File: src/design/thv_pkg.sv
package thv_pkg;

	// layout of a 15-instrument module file
	localparam int NUM_INSTRUMENTS = 15;
	localparam int NUM_ORDERS      = 128;
	localparam int TITLE_LEN       = 20;
	localparam int REC_LEN         = 30;

	// byte offset counter, saturating at its top value
	localparam int                 OFS_W   = 18;
	localparam logic [OFS_W-1:0]   OFS_MAX = '1;
	localparam logic [OFS_W-1:0]   TITLE_END = OFS_W'(TITLE_LEN);
	localparam logic [OFS_W-1:0]   HDR_END   = OFS_W'(TITLE_LEN + REC_LEN * NUM_INSTRUMENTS);
	localparam logic [OFS_W-1:0]   TEMPO_OFS = OFS_W'(TITLE_LEN + REC_LEN * NUM_INSTRUMENTS + 1);
	localparam logic [OFS_W-1:0]   PAT_OFS   =
		OFS_W'(TITLE_LEN + REC_LEN * NUM_INSTRUMENTS + 2 + NUM_ORDERS);

	// one pattern is 1024 bytes; block index of a pattern byte
	localparam int BLK_SHIFT = 10;
	localparam int BLK_W     = OFS_W - BLK_SHIFT;
	localparam int REC_W     = $clog2(REC_LEN);

	// queue between front and back
	localparam int QUEUE_DEPTH = 2;
	localparam int PTR_W       = $clog2(QUEUE_DEPTH);
	localparam int CNT_W       = $clog2(QUEUE_DEPTH + 1);

	// verdict codes
	localparam logic [4:0] ERR_NONE      = 5'd0;
	localparam logic [4:0] ERR_SHORT     = 5'd1;
	localparam logic [4:0] ERR_TITLE     = 5'd2;
	localparam logic [4:0] ERR_NAME      = 5'd3;
	localparam logic [4:0] ERR_SIZE      = 5'd4;
	localparam logic [4:0] ERR_FINETUNE  = 5'd5;
	localparam logic [4:0] ERR_VOLUME    = 5'd6;
	localparam logic [4:0] ERR_REPEAT    = 5'd7;
	localparam logic [4:0] ERR_REP_NOSMP = 5'd8;
	localparam logic [4:0] ERR_REPLEN    = 5'd9;
	localparam logic [4:0] ERR_TOTAL     = 5'd10;
	localparam logic [4:0] ERR_SONGLEN   = 5'd11;
	localparam logic [4:0] ERR_TEMPO     = 5'd12;
	localparam logic [4:0] ERR_ORDER     = 5'd13;
	localparam logic [4:0] ERR_SAMPLE    = 5'd14;
	localparam logic [4:0] ERR_PERIOD    = 5'd15;
	localparam logic [4:0] ERR_TRUNC     = 5'd16;

	// instrument record byte positions
	localparam logic [REC_W-1:0] RB_NAME_FIRST = REC_W'(1);
	localparam logic [REC_W-1:0] RB_NAME_LAST  = REC_W'(21);
	localparam logic [REC_W-1:0] RB_SIZE_HI    = REC_W'(22);
	localparam logic [REC_W-1:0] RB_SIZE_LO    = REC_W'(23);
	localparam logic [REC_W-1:0] RB_FINETUNE   = REC_W'(24);
	localparam logic [REC_W-1:0] RB_VOLUME     = REC_W'(25);
	localparam logic [REC_W-1:0] RB_REP_HI     = REC_W'(26);
	localparam logic [REC_W-1:0] RB_REP_LO     = REC_W'(27);
	localparam logic [REC_W-1:0] RB_LEN_HI     = REC_W'(28);
	localparam logic [REC_W-1:0] RB_LEN_LO     = REC_W'(29);

	// pattern event byte phases
	localparam logic [1:0] EV_NOTE_HI = 2'd0;
	localparam logic [1:0] EV_NOTE_LO = 2'd1;
	localparam logic [1:0] EV_EFFECT  = 2'd2;
	localparam logic [1:0] EV_PARAM   = 2'd3;

	// field limits
	localparam logic [15:0] SIZE_MAX     = 16'h8000;
	localparam logic [15:0] OLD_SIZE_MAX = 16'h1387;
	localparam logic [15:0] OLD_REP_MAX  = 16'd9999;
	localparam logic [15:0] SAMPLE_MASK  = 16'hF000;
	localparam logic [15:0] NEW_FX_MASK  = 16'hFFF9;
	localparam logic [7:0]  VOLUME_MAX   = 8'h40;
	localparam logic [7:0]  CHAR_LO      = 8'h20;
	localparam logic [7:0]  CHAR_HI      = 8'h7F;
	localparam logic [7:0]  TEMPO_MIN    = 8'h20;
	localparam logic [7:0]  ORDER_MAX    = 8'h7F;
	localparam logic [20:0] TOTAL_MIN    = 21'd8;

	typedef enum logic [2:0] {
		RG_TITLE,
		RG_INSTR,
		RG_SONGLEN,
		RG_TEMPO,
		RG_ORDER,
		RG_PATTERN
	} region_t;

	// one classified byte as it travels from front to back
	typedef struct packed {
		logic [7:0]       data;
		logic             last;
		region_t          region;
		logic [REC_W-1:0] rec_pos;
		logic [1:0]       phase;
		logic [BLK_W-1:0] blk;
		logic             too_short;
		logic [BLK_W-1:0] end_blk;
	} item_t;

	function automatic logic printable(input logic [7:0] b);
		return (b >= CHAR_LO) && (b <= CHAR_HI);
	endfunction

	// note period table membership
	function automatic logic period_valid(input logic [15:0] p);
		logic hit;
		case (p)
			16'd856, 16'd808, 16'd762, 16'd720, 16'd678, 16'd640, 16'd604, 16'd570,
			16'd538, 16'd508, 16'd480, 16'd453, 16'd428, 16'd404, 16'd381, 16'd360,
			16'd339, 16'd320, 16'd302, 16'd285, 16'd269, 16'd254, 16'd240, 16'd226,
			16'd214, 16'd202, 16'd190, 16'd180, 16'd170, 16'd160, 16'd151, 16'd143,
			16'd135, 16'd127, 16'd120, 16'd113: hit = 1'b1;
			default: hit = 1'b0;
		endcase
		return hit;
	endfunction

endpackage

File: src/design/tracker_module_header_validator_unit.sv
// Checks a 15-instrument tracker module file streamed in one byte per transaction, with is_last
// on the final byte: title, instrument records, sample total, song length, tempo, order list
// and the pattern events up to the highest pattern used. The first failed check is latched and,
// after the final byte, one result transaction carries the verdict, the older-variant flag and
// the pattern count; all state then returns to its reset values for the next file. The block
// takes one byte every clock while the queue has room: the front counts the byte offset and
// classifies each byte, a two-entry queue decouples it from the back, which runs every check
// on one byte combinationally and holds the result in an output register. A final byte
// passes the queue and then the output register; while its result waits to be taken, later
// bytes keep flowing and only the next final byte is held back.
module tracker_module_header_validator_unit
	import thv_pkg::*;
(
	input  logic       clk,
	input  logic       arst_n,
	input  logic       in_valid,
	output logic       in_stall,
	input  logic [7:0] data_byte,
	input  logic       is_last,
	output logic       out_valid,
	input  logic       out_stall,
	output logic [4:0] verdict,
	output logic       is_old_variant,
	output logic [7:0] pattern_count
);

	logic  push;
	item_t push_item;
	logic  q_full;
	logic  q_valid;
	item_t q_item;
	logic  pop;

	// byte offset tracking and classification
	thv_front u_front (
		.clk       (clk),
		.arst_n    (arst_n),
		.in_valid  (in_valid),
		.data_byte (data_byte),
		.is_last   (is_last),
		.q_full    (q_full),
		.in_stall  (in_stall),
		.push      (push),
		.push_item (push_item)
	);

	// queue between front and back
	thv_fifo u_fifo (
		.clk       (clk),
		.arst_n    (arst_n),
		.push      (push),
		.push_item (push_item),
		.pop       (pop),
		.full      (q_full),
		.q_valid   (q_valid),
		.q_item    (q_item)
	);

	// checks and result
	thv_back u_back (
		.clk            (clk),
		.arst_n         (arst_n),
		.q_valid        (q_valid),
		.q_item         (q_item),
		.pop            (pop),
		.out_valid      (out_valid),
		.out_stall      (out_stall),
		.verdict        (verdict),
		.is_old_variant (is_old_variant),
		.pattern_count  (pattern_count)
	);

	// older-variant flag only on a clean verdict
	assert property (@(posedge clk) disable iff (!arst_n)
		out_valid |-> (verdict == ERR_NONE || !is_old_variant))
		else $error("old variant flag set on a failed file");

	// verdict stays within its codes and pattern count is never zero
	assert property (@(posedge clk) disable iff (!arst_n)
		out_valid |-> (verdict <= ERR_TRUNC && pattern_count != 8'd0))
		else $error("result transaction out of range");

	// a pop from the queue needs a filled queue
	assert property (@(posedge clk) disable iff (!arst_n)
		pop |-> q_valid)
		else $error("queue popped while empty");

endmodule

File: src/design/thv_front.sv
module thv_front
	import thv_pkg::*;
(
	input  logic  clk,
	input  logic  arst_n,
	input  logic  in_valid,
	input  logic  [7:0] data_byte,
	input  logic  is_last,
	input  logic  q_full,
	output logic  in_stall,
	output logic  push,
	output item_t push_item
);

	logic [OFS_W-1:0] ofs_q;
	logic [REC_W-1:0] rec_q;
	logic [OFS_W-1:0] rel;
	logic [OFS_W:0]   nxt;
	logic [OFS_W:0]   nxt_rel;
	region_t          region;

	assign in_stall = q_full;
	assign push     = in_valid && !q_full;

	// region decode from the byte offset
	always_comb begin
		if (ofs_q < TITLE_END) begin
			region = RG_TITLE;
		end else if (ofs_q < HDR_END) begin
			region = RG_INSTR;
		end else if (ofs_q == HDR_END) begin
			region = RG_SONGLEN;
		end else if (ofs_q == TEMPO_OFS) begin
			region = RG_TEMPO;
		end else if (ofs_q < PAT_OFS) begin
			region = RG_ORDER;
		end else begin
			region = RG_PATTERN;
		end
	end

	// pattern position of this byte and end position of the file
	assign rel     = ofs_q - PAT_OFS;
	assign nxt     = {1'b0, ofs_q} + (OFS_W+1)'(1);
	assign nxt_rel = nxt - {1'b0, PAT_OFS};

	always_comb begin
		push_item.data      = data_byte;
		push_item.last      = is_last;
		push_item.region    = region;
		push_item.rec_pos   = rec_q;
		push_item.phase     = rel[1:0];
		push_item.blk       = rel[BLK_SHIFT +: BLK_W];
		push_item.too_short = nxt < {1'b0, PAT_OFS};
		push_item.end_blk   = nxt_rel[BLK_SHIFT +: BLK_W];
	end

	// offset and record position counters
	always_ff @(posedge clk or negedge arst_n) begin
		if (!arst_n) begin
			ofs_q <= '0;
			rec_q <= '0;
		end else if (push) begin
			if (is_last) begin
				ofs_q <= '0;
				rec_q <= '0;
			end else begin
				if (ofs_q != OFS_MAX) begin
					ofs_q <= ofs_q + OFS_W'(1);
				end
				if (region == RG_INSTR) begin
					if (rec_q == REC_W'(REC_LEN - 1)) begin
						rec_q <= '0;
					end else begin
						rec_q <= rec_q + REC_W'(1);
					end
				end
			end
		end
	end

endmodule

File: src/design/thv_fifo.sv
module thv_fifo
	import thv_pkg::*;
(
	input  logic  clk,
	input  logic  arst_n,
	input  logic  push,
	input  item_t push_item,
	input  logic  pop,
	output logic  full,
	output logic  q_valid,
	output item_t q_item
);

	item_t            entry_q [QUEUE_DEPTH];
	logic [PTR_W-1:0] wr_ptr_q;
	logic [PTR_W-1:0] rd_ptr_q;
	logic [CNT_W-1:0] count_q;

	assign full    = count_q == CNT_W'(QUEUE_DEPTH);
	assign q_valid = count_q != '0;
	assign q_item  = entry_q[rd_ptr_q];

	// entry storage
	always_ff @(posedge clk) begin
		if (push) begin
			entry_q[wr_ptr_q] <= push_item;
		end
	end

	// pointers and fill count
	always_ff @(posedge clk or negedge arst_n) begin
		if (!arst_n) begin
			wr_ptr_q <= '0;
			rd_ptr_q <= '0;
			count_q  <= '0;
		end else begin
			if (push) begin
				wr_ptr_q <= (wr_ptr_q == PTR_W'(QUEUE_DEPTH - 1)) ? '0 : wr_ptr_q + PTR_W'(1);
			end
			if (pop) begin
				rd_ptr_q <= (rd_ptr_q == PTR_W'(QUEUE_DEPTH - 1)) ? '0 : rd_ptr_q + PTR_W'(1);
			end
			if (push && !pop) begin
				count_q <= count_q + CNT_W'(1);
			end else if (pop && !push) begin
				count_q <= count_q - CNT_W'(1);
			end
		end
	end

endmodule

File: src/design/thv_back.sv
module thv_back
	import thv_pkg::*;
(
	input  logic       clk,
	input  logic       arst_n,
	input  logic       q_valid,
	input  item_t      q_item,
	output logic       pop,
	output logic       out_valid,
	input  logic       out_stall,
	output logic [4:0] verdict,
	output logic       is_old_variant,
	output logic [7:0] pattern_count
);

	logic [7:0]  held_q;
	logic [15:0] size_q;
	logic [20:0] total_q;
	logic [6:0]  max_q;
	logic [15:0] eff_q;
	logic        old_q;
	logic [4:0]  fe_q;
	logic [3:0]  nib_q;

	logic [7:0]  held_n;
	logic [15:0] size_n;
	logic [20:0] total_n;
	logic [6:0]  max_n;
	logic [15:0] eff_n;
	logic        old_n;
	logic [4:0]  fe_n;
	logic [3:0]  nib_n;
	logic [4:0]  err;
	logic [4:0]  v;

	logic [7:0]  b;
	logic [15:0] w;
	logic [15:0] rep_half;
	logic [15:0] eff_bit;
	logic        out_free;

	logic        out_valid_q;
	logic [4:0]  verdict_q;
	logic        old_out_q;
	logic [7:0]  count_out_q;

	assign b        = q_item.data;
	assign w        = {held_q, b};
	assign rep_half = {1'b0, w[15:1]};
	assign out_free = !out_valid_q || !out_stall;
	assign pop      = q_valid && (!q_item.last || out_free);

	// byte checks against the header layout and pattern events
	always_comb begin
		held_n  = held_q;
		size_n  = size_q;
		total_n = total_q;
		max_n   = max_q;
		eff_n   = eff_q;
		old_n   = old_q;
		nib_n   = nib_q;
		err     = ERR_NONE;
		eff_bit = '0;
		if (fe_q == ERR_NONE) begin
			case (q_item.region)
				RG_TITLE: begin
					if (!printable(b)) err = ERR_TITLE;
				end
				RG_INSTR: begin
					if (q_item.rec_pos >= RB_NAME_FIRST && q_item.rec_pos <= RB_NAME_LAST) begin
						if (!printable(b)) err = ERR_NAME;
					end else begin
						case (q_item.rec_pos)
							RB_SIZE_HI, RB_REP_HI, RB_LEN_HI: held_n = b;
							RB_SIZE_LO: begin
								size_n  = w;
								total_n = total_q + {4'd0, w, 1'b0};
								if (w > OLD_SIZE_MAX) old_n = 1'b0;
								if (w > SIZE_MAX) err = ERR_SIZE;
							end
							RB_FINETUNE: begin
								if (b != 8'd0) err = ERR_FINETUNE;
							end
							RB_VOLUME: begin
								if (b > VOLUME_MAX) err = ERR_VOLUME;
							end
							RB_REP_LO: begin
								if (w > OLD_REP_MAX) old_n = 1'b0;
								if (rep_half > size_q) begin
									err = ERR_REPEAT;
								end else if (size_q != '0 && rep_half == size_q) begin
									err = ERR_REPEAT;
								end else if (size_q == '0 && w != '0) begin
									err = ERR_REP_NOSMP;
								end
							end
							RB_LEN_LO: begin
								if (w > OLD_SIZE_MAX) old_n = 1'b0;
								if (w > SIZE_MAX) err = ERR_REPLEN;
							end
							default: ;
						endcase
					end
				end
				RG_SONGLEN: begin
					if (total_q < TOTAL_MIN) begin
						err = ERR_TOTAL;
					end else if (b == 8'd0 || b > ORDER_MAX) begin
						err = ERR_SONGLEN;
					end
				end
				RG_TEMPO: begin
					if (b < TEMPO_MIN) err = ERR_TEMPO;
				end
				RG_ORDER: begin
					if (b > ORDER_MAX) begin
						err = ERR_ORDER;
					end else if (b[6:0] > max_q) begin
						max_n = b[6:0];
					end
				end
				RG_PATTERN: begin
					if (q_item.blk <= {1'b0, max_q}) begin
						case (q_item.phase)
							EV_NOTE_HI: held_n = b;
							EV_NOTE_LO: begin
								if ((w & SAMPLE_MASK) != '0) begin
									err = ERR_SAMPLE;
								end else if (w != '0 && !period_valid(w)) begin
									err = ERR_PERIOD;
								end
							end
							EV_EFFECT: nib_n = b[3:0];
							default: begin
								if (nib_q != 4'd0) begin
									eff_bit = 16'd1 << nib_q;
								end else if (b != 8'd0) begin
									eff_bit = 16'd1;
								end
								eff_n = eff_q | eff_bit;
								if (nib_q == 4'd1 && b == 8'd0) old_n = 1'b0;
								if (nib_q == 4'd2 && b[7:4] != 4'd0 && b[3:0] != 4'd0) begin
									old_n = 1'b0;
								end
								if ((eff_n & NEW_FX_MASK) != '0) old_n = 1'b0;
							end
						endcase
					end
				end
				default: ;
			endcase
		end
		fe_n = (fe_q == ERR_NONE) ? err : fe_q;
	end

	// verdict of the final byte
	always_comb begin
		if (q_item.too_short) begin
			v = ERR_SHORT;
		end else if (fe_n != ERR_NONE) begin
			v = fe_n;
		end else if (q_item.end_blk <= {1'b0, max_n}) begin
			v = ERR_TRUNC;
		end else begin
			v = ERR_NONE;
		end
	end

	// check state, cleared after each file
	always_ff @(posedge clk or negedge arst_n) begin
		if (!arst_n) begin
			held_q  <= '0;
			size_q  <= '0;
			total_q <= '0;
			max_q   <= '0;
			eff_q   <= '0;
			old_q   <= 1'b1;
			fe_q    <= ERR_NONE;
			nib_q   <= '0;
		end else if (pop) begin
			if (q_item.last) begin
				held_q  <= '0;
				size_q  <= '0;
				total_q <= '0;
				max_q   <= '0;
				eff_q   <= '0;
				old_q   <= 1'b1;
				fe_q    <= ERR_NONE;
				nib_q   <= '0;
			end else begin
				held_q  <= held_n;
				size_q  <= size_n;
				total_q <= total_n;
				max_q   <= max_n;
				eff_q   <= eff_n;
				old_q   <= old_n;
				fe_q    <= fe_n;
				nib_q   <= nib_n;
			end
		end
	end

	// output register
	always_ff @(posedge clk or negedge arst_n) begin
		if (!arst_n) begin
			out_valid_q <= 1'b0;
		end else if (pop && q_item.last) begin
			out_valid_q <= 1'b1;
		end else if (!out_stall) begin
			out_valid_q <= 1'b0;
		end
	end

	always_ff @(posedge clk) begin
		if (pop && q_item.last) begin
			verdict_q   <= v;
			old_out_q   <= (v == ERR_NONE) ? old_n : 1'b0;
			count_out_q <= {1'b0, max_n} + 8'd1;
		end
	end

	assign out_valid      = out_valid_q;
	assign verdict        = verdict_q;
	assign is_old_variant = old_out_q;
	assign pattern_count  = count_out_q;

endmodule
File: config.mk
export PLATFORM = sky130hd
export DESIGN_NAME = tracker_module_header_validator_unit
export DESIGN_NICKNAME = d
export VERILOG_FILES = /design/src/design/thv_pkg.sv /design/src/design/tracker_module_header_validator_unit.sv /design/src/design/thv_front.sv /design/src/design/thv_fifo.sv /design/src/design/thv_back.sv
export SDC_FILE = /design/constraint.sdc
export NUM_CORES = 1
export LEC_CHECK = 0
export ABC_AREA = 1
export BUFFER_PORTS_ARGS = -buffer_cell sky130_fd_sc_hd__buf_2
export CAP_MARGIN = 30
export CORE_MARGIN = 2
export CORE_UTILIZATION = 50
export DETAILED_ROUTE_END_ITERATION = 8
export PLACE_DENSITY = 0.66
export SKIP_CTS_REPAIR_TIMING = 1
export SLEW_MARGIN = 25
export SYNTH_ARGS = -nofsm -noshare
export SYNTH_HDL_FRONTEND = slang
export SYNTH_SLANG_ARGS = --single-unit
File: constraint.sdc
create_clock -name clk -period 4.8 [get_ports clk]
set_clock_uncertainty 0.15 [all_clocks]
set_input_delay 0.48 -clock clk [delete_from_list [all_inputs] [get_ports clk]]
set_output_delay 0.48 -clock clk [all_outputs]
set_load 0.02 [all_outputs]
Word-level counts from Yosys, hierarchy flattened
Memories as Yosys holds them, arrays and structs flattened.
Index checks and enable logic that the tools add are counted.
- logic and storage cells: 275
- memories: 1
- bits in writable memories: 72
- bits in registers: 120
- memories (memory ; depth ; width ; rd ports ; clocked after Yosys merged registers in ; write ports ; line ; RTL):
    u_fifo.entry_q ; 2 ; 36 ; 1 ; 0 ; 1 ; thv_fifo.sv:14 ; item_t entry_q [QUEUE_DEPTH];
- eq/ne operators: 67
- bitwise logic cells: 1
- reduce and logical (&&, ||, !) cells: 59
- add/subtract/negate cells: 11
- shift-type cells: 1
- muxes and demuxes: 99
- order comparisons: 19
- operators by type and width (kind ; count):
    $mux 16 ; 15
    $eq 16x8->1 const B ; 12
    $eq 16x9->1 const B ; 12
    $eq 16x10->1 const B ; 9
    $mux 21 ; 5
    $mux 5 ; 15
    $reduce_bool 16->1 ; 4
    $eq 16x7->1 const B ; 3
    $mux 8 ; 6
    $eq 5x5->1 const B ; 9
    $mux 4 ; 11
    $eq 18x9->1 const B ; 2
    $mux 18 ; 2
    $reduce_or 36->1 ; 1
    $sub 18x10->18 const B ; 2
    $mux 7 ; 5
    $pmux 5 s6 ; 1
    $pmux 5 s5 ; 1
    $mux 1 ; 24
    $add 21x17->21 ; 1
    $lt 21x4->1 const B ; 1
    $mux 3 ; 7
    $reduce_bool 2->1 ; 10
    $add 18x1->19 const B ; 1
    56 further kinds ; 98

Logic depth before layout (Yosys ltp)
An unclocked memory read counts as a cell.
- depth after elaboration: 21
- gate-level depth with buffers: 26
- mapped depth without buffers: 25

Hierarchy
A second synthesis with hierarchy kept.
- cell total of the unflattened synthesis: 1424
- area total of the unflattened synthesis: 11845.1 um2
- by module, submodules not included (module ; seq. area each (um2) ; cells each ; instances ; area each (um2)):
    thv_back ; 2323.5 ; 952 ; 1 ; 6663.9
    thv_fifo ; 2262.2 ; 137 ; 1 ; 2954.1
    thv_front ; 575.6 ; 335 ; 1 ; 2227.1

Worst setup path before layout
OpenSTA, ideal clock, no wires.
- path type: flip-flop to flip-flop
- start point: register u_fifo.rd_ptr_q
- end point: register u_back.old_out_q (netlist: u_back.is_old_variant), data pin
- arrival: 3.126 ns
- path buffers: 2
- slack: 1.273 ns
- required time: 4.399 ns
- period minus slack after synthesis: 3.527 ns
- cell stages (with the launch flop): 25
- cell sequence: dfrtp_1 > buf_6 > nand2_1 > nand2_2 > ha_1 > inv_1 > nor2_1 > o21a_1 > o21ai_0 > o211ai_1 > nand3_2 > buf_6 > nand2_1 > o21ai_2 > ha_1 > a21oi_1 > o21a_1 > o21ai_0 > a21oi_1 > o211a_1 > nand3_1 > nor2_1 > nand2_1 > nand2_1 > nor2_1
- cells in the longest elaborated chain, start to end: 21
- elaborated cells between the ends (all ways): 139
- RTL lines (what ; line ; RTL):
    start, declared ; thv_fifo.sv:16 ; logic [PTR_W-1:0] rd_ptr_q;
    start signal, assigned ; thv_fifo.sv:41 ; rd_ptr_q <= (rd_ptr_q == PTR_W'(QUEUE_DEPTH - 1)) ? '0 : rd_ptr_q + PTR_W'(1);
    $mem_v2 2x36 (*) ; -- ;
    $eq 16x10->1, or another cell as far along ; thv_pkg.sv:106 ; case (p)
    $reduce_or 36->1 ; thv_pkg.sv:106 ;
    $mux 1 ; thv_pkg.sv:106 ;
    $mux 1 ; thv_back.sv:127 ; if ((w & SAMPLE_MASK) != '0) begin
    $mux 1 ; thv_back.sv:124 ; case (q_item.phase)
    $mux 1 ; thv_back.sv:123 ; if (q_item.blk <= {1'b0, max_q}) begin
    $mux 1 ; thv_back.sv:65 ; case (q_item.region)
    (+5 left out) ; -- ;
    $mux 5 ; thv_back.sv:124 ;
    $mux 5 ; thv_back.sv:123 ;
    $pmux 5 s6 ; thv_back.sv:65 ;
    $mux 5 ; thv_back.sv:153 ; fe_n = (fe_q == ERR_NONE) ? err : fe_q;
    $reduce_bool 5->1 ; thv_back.sv:160 ; end else if (fe_n != ERR_NONE) begin
    $mux 5 ; thv_back.sv:160 ;
    $mux 5 ; thv_back.sv:158 ; if (q_item.too_short) begin
    $logic_not 5->1 ; thv_back.sv:217 ; old_out_q <= (v == ERR_NONE) ? old_n : 1'b0;
    end signal, assigned ; thv_back.sv:217 ;
    end, declared ; thv_back.sv:44 ; logic old_out_q;
Every way passes the cells marked *; elsewhere a longest branch is shown, timed or not. The select of a mux whose other input is x is not followed.
A chain may end at the register's enable or synchronous reset.

Worst setup path after layout
Same ends and word-level chain as after synthesis.

==> run_results.csv <==
group,metric,value,unit
grt,grt_max_degree,54,
synth,synthSimpleGateAreaFrac,0.241,
power_and_ir_drop,clkPwrFrac,0.192,
synth,seq_area_frac_synth,0.455,
timing,worstMarginPinSlew,0.833,ns
run,drv_cap,0,
routing,firstDrtPassIters,5,
status,outcome,"finished, violations left",
setup_path,crit_type,"reg -> reg",
power_and_ir_drop,power.density,640,mW/mm^2
routing,routed_wl,27600,um
power_and_ir_drop,switchingPower,3.74,mW
synth,synth-edff-count,86,
floorplanning,initial_core_util,0.506,
floorplanning,core,0.0224,sq mm
synth,synth_ff_type,"dfrtp_1",
power_and_ir_drop,vdd_ir_drop_max,0.000323,V
routing,num_vias,9230,
clocking,cts_tree,"built",
clocking,clock-sinks,189,
placed_design,place_ws,0.653,ns
setup_path,required,4.85,ns
synth,synth_compound_area_frac,0.128,
setup_path,crit_path_start_kind,"flop",
timing,rsz0062_at_grt,"no",
synth,async_flop_share,0.545,
synth,synth_adder_area_share,0.0657,
power_and_ir_drop,total_power,8.00,mW
grt,first_global_vias,9245,
synth,synth_fp_nets,1445,
layout,area_delta_synth_final,10.4,%
setup_path,critPathArrivalTime,4.23,ns
clocking,cts_buffers,17,
routing,drt_iter0_drc,573,
floorplanning,die_h,155,um
placed_design,dp_hpwl,21100,um
synth,synthXorXnorAreaFrac,0.0277,
floorplanning,ioPinCount,29,
timing,setup_viol,0,
timing,fin_crit,4.18,ns
placed_design,dp.cells,1678,
timing,whs,-0.0580,ns
routing,wl_per_cell,16.2,um
layout,nFillCells,2065,
power_and_ir_drop,pwr-share-comb,0.504,
power_and_ir_drop,p_leak,5.71,nW
layout,n_antenna_cell,0,
routing,via_per_inst,5.40,
setup_path,crit_path_max_fanout,18,
layout,layout-drive-gt1-share,0.107,
timing,hold_viol_final,52,
power_and_ir_drop,switching_share,0.467,
grt,grt_pass1_wl,46400,um
layout,fin_nets,1484,
timing,max_slew_margin,0.439,
synth,syn-instance-count,1373,
clocking,worstSkewPairLatency,0.44,ns
clocking,clk_pin_slew,0.08,ns
power_and_ir_drop,seqPwrFrac,0.304,
setup_path,end_kind,"flop",
floorplanning,fp.dieW,155,um
clocking,clock_tree.root_cell,"clkbuf_16",
grt,gr-usage-all-layers,0.245,
placed_design,place.gp.congestion,0.912,
synth,yosys_warnings,0,
clocking,clockBufferDepth,2,
grt,overflow,0,
timing,drv_slew,0,
routing,ant_nets,0,
placed_design,portBuffers,28,
timing,setup_slack,0.619,ns
synth,muxShareOfSynthArea,0.00463,
routing,drc,0,
timing,setup-tns-final,0,ns
floorplanning,rows,55,
layout,instances_no_fill,1710,
status,violations,"negative hold slack",
power_and_ir_drop,intPower,4.27,mW
timing,finalCritPeriodShare,0.871,
synth,syn_area,0.0113,sq mm
grt,antenna_found_initial,0,
timing,max_freq,239,MHz
synth,avgSynthCellArea,8.26,sq um
synth,synth_top_family_by_area,"simple AND/OR/NAND/NOR gates",
min_path,hp-class,"in -> async",
floorplanning,die-area,0.0239,sq mm
synth,synthDistinctLibCells,61,
clocking,htree_levels,4,
synth,synth-seq-cells,189,
[power by group through the flow]
stage,clock network [mW],logic [mW],registers (mW)
5_1_grt,1.62,4.59,2.48
3_3_place_gp,0,3.91,2.46
3_5_place_dp,0,4.01,2.46
6_report,1.53,4.04,2.43
2_1_floorplan,0,2.86,2.44
4_1_cts,1.56,4.03,2.43
[routing by layer]
layer / track usage / up-vias / part of all wire
met3: 0.0392 / 57 / 0.040
met1: 0.315 / 4313 / 0.45
met2: 0.420 / 203 / 0.48
met5: 0 / - / 0
met4: 0.0899 / 0 / 0.030
li1: - / 4657 / -
[final cells by class]
cell class / count / area [sq um] / area share
Clock buffer: 17 / 425 / 0.0340
Clock inverter: 15 / 221 / 0.0177
Inverter: 202 / 758 / 0.0606
Multi-Input combinational cell: 961 / 5310 / 0.424
Sequential cell: 189 / 5160 / 0.412
Tap cell: 285 / 357 / 0.0285
Timing Repair Buffer: 41 / 280 / 0.0224
[cell usage after synthesis (3+ instances only)]
library cell | number | area [sq um]
nand2_1 | 345 | 1290
inv_1 | 187 | 702
nor2_1 | 114 | 428
dfrtp_1 | 102 | 2550
edfxtp_1 | 86 | 2580
nand3_1 | 71 | 355
o21ai_0 | 71 | 355
ha_1 | 58 | 726
a21oi_1 | 57 | 285
o22ai_1 | 48 | 300
xor2_1 | 26 | 228
nand4_1 | 19 | 119
nand2_2 | 18 | 113
inv_2 | 13 | 48.8
nor3_1 | 12 | 60.1
nor2_2 | 10 | 62.6
nor4_1 | 10 | 62.6
o21ai_1 | 9 | 45.0
o21ai_2 | 9 | 78.8
clkbuf_1 | 8 | 30.0
xnor2_1 | 8 | 70.1
a31oi_1 | 7 | 43.8
buf_2 | 7 | 35.0
o211ai_1 | 6 | 45.0
o21a_1 | 5 | 37.5
buf_6 | 4 | 45.0
nor2_4 | 4 | 45.0
a22o_1 | 3 | 26.3
mux2i_1 | 3 | 30.0
nand3b_1 | 3 | 22.5
nor3_2 | 3 | 30.0
nor3b_1 | 3 | 22.5
o21bai_1 | 3 | 22.5
o31ai_1 | 3 | 22.5
or2_2 | 3 | 18.8
[through the flow]
step / hold slack (ns) / utilization / cell area, sq um
after floorplan: 0.0344 / - / 11300
after global placement: 0.320 / 0.527 / 11800
after detailed placement: 0.332 / 0.529 / 11900
after CTS: -0.0388 / 0.558 / 12500
after global routing: 0.000804 / 0.558 / 12500
final: -0.0580 / 0.558 / 12500
[critical path: stages (launching register included)]
cell      delay (ns)
dfrtp_2         0.54
inv_2           0.19
nand2_1         0.11
nand2_2         0.19
ha_1            0.37
nand4_1         0.09
inv_1           0.07
o21ai_0         0.08
o211ai_1        0.15
nand3_2         0.34
o21ai_2         0.34
ha_1            0.29
a21oi_1         0.15
o21a_1          0.14
o21ai_0         0.07
a21oi_1         0.13
o211a_1         0.17
nand3_1         0.08
nor2_1          0.11
nand2_1         0.07
nand2_1         0.06
nor2_1          0.04
[layout by cell type (no fill, tap or decap), types with 12 or more instances in the layout]
cell,instances
nand2_1,345
nand3_1,71
o22ai_1,48
nand2_2,18
buf_4,12
buf_2,27
nand4_1,19
ha_1,58
edfxtp_1,86
dfrtp_1,101
inv_2,13
clkbuf_16,17
nor3_1,12
xor2_1,26
inv_1,187
o21ai_0,70
nor2_1,112
a21oi_1,57
[cells by family (layout without fill, tap and decap cells)]
logic type	count (synthesis)	after routing
mux	4	4
flops	189	189
fa+ha+maj	59	59
compound gates	240	240
simple gates	623	623
xor+xnor	35	35
buf+inv	223	275
[state kept, by name, summed over array words and instances (netlist names)]
register and flops:
u_back.eff_q 14, u_back.fe_q 5, u_back.held_q 8, u_back.is_old_variant 1, u_back.max_q 7, u_back.nib_q 4
u_back.old_q 1, u_back.out_valid 1, u_back.pattern_count 8, u_back.size_q 16, u_back.total_q 20, u_back.verdict 5
u_fifo.count_q 2, u_fifo.entry_q 72, u_fifo.rd_ptr_q 1, u_fifo.wr_ptr_q 1, u_front.ofs_q 18, u_front.rec_q 5
[path summary, 6_finish.rpt]
kind,from,end,slack [ns],depth (start not counted)
setup / recovery,u_fifo.rd_ptr_q,u_back.is_old_variant,0.62,21
hold / removal,arst_n,u_back.total_q[6],-0.06,1
setup reg to reg,u_fifo.rd_ptr_q,u_back.is_old_variant,0.62,21
hold reg to reg,u_back.eff_q[10],u_back.eff_q[10],0.35,2
max in group asynchronous,arst_n,u_back.fe_q[3],3.43,2
min in group clk,data_byte[3],u_fifo.entry_q[0][31],0.07,1
(Power assumes the default switching activity.)
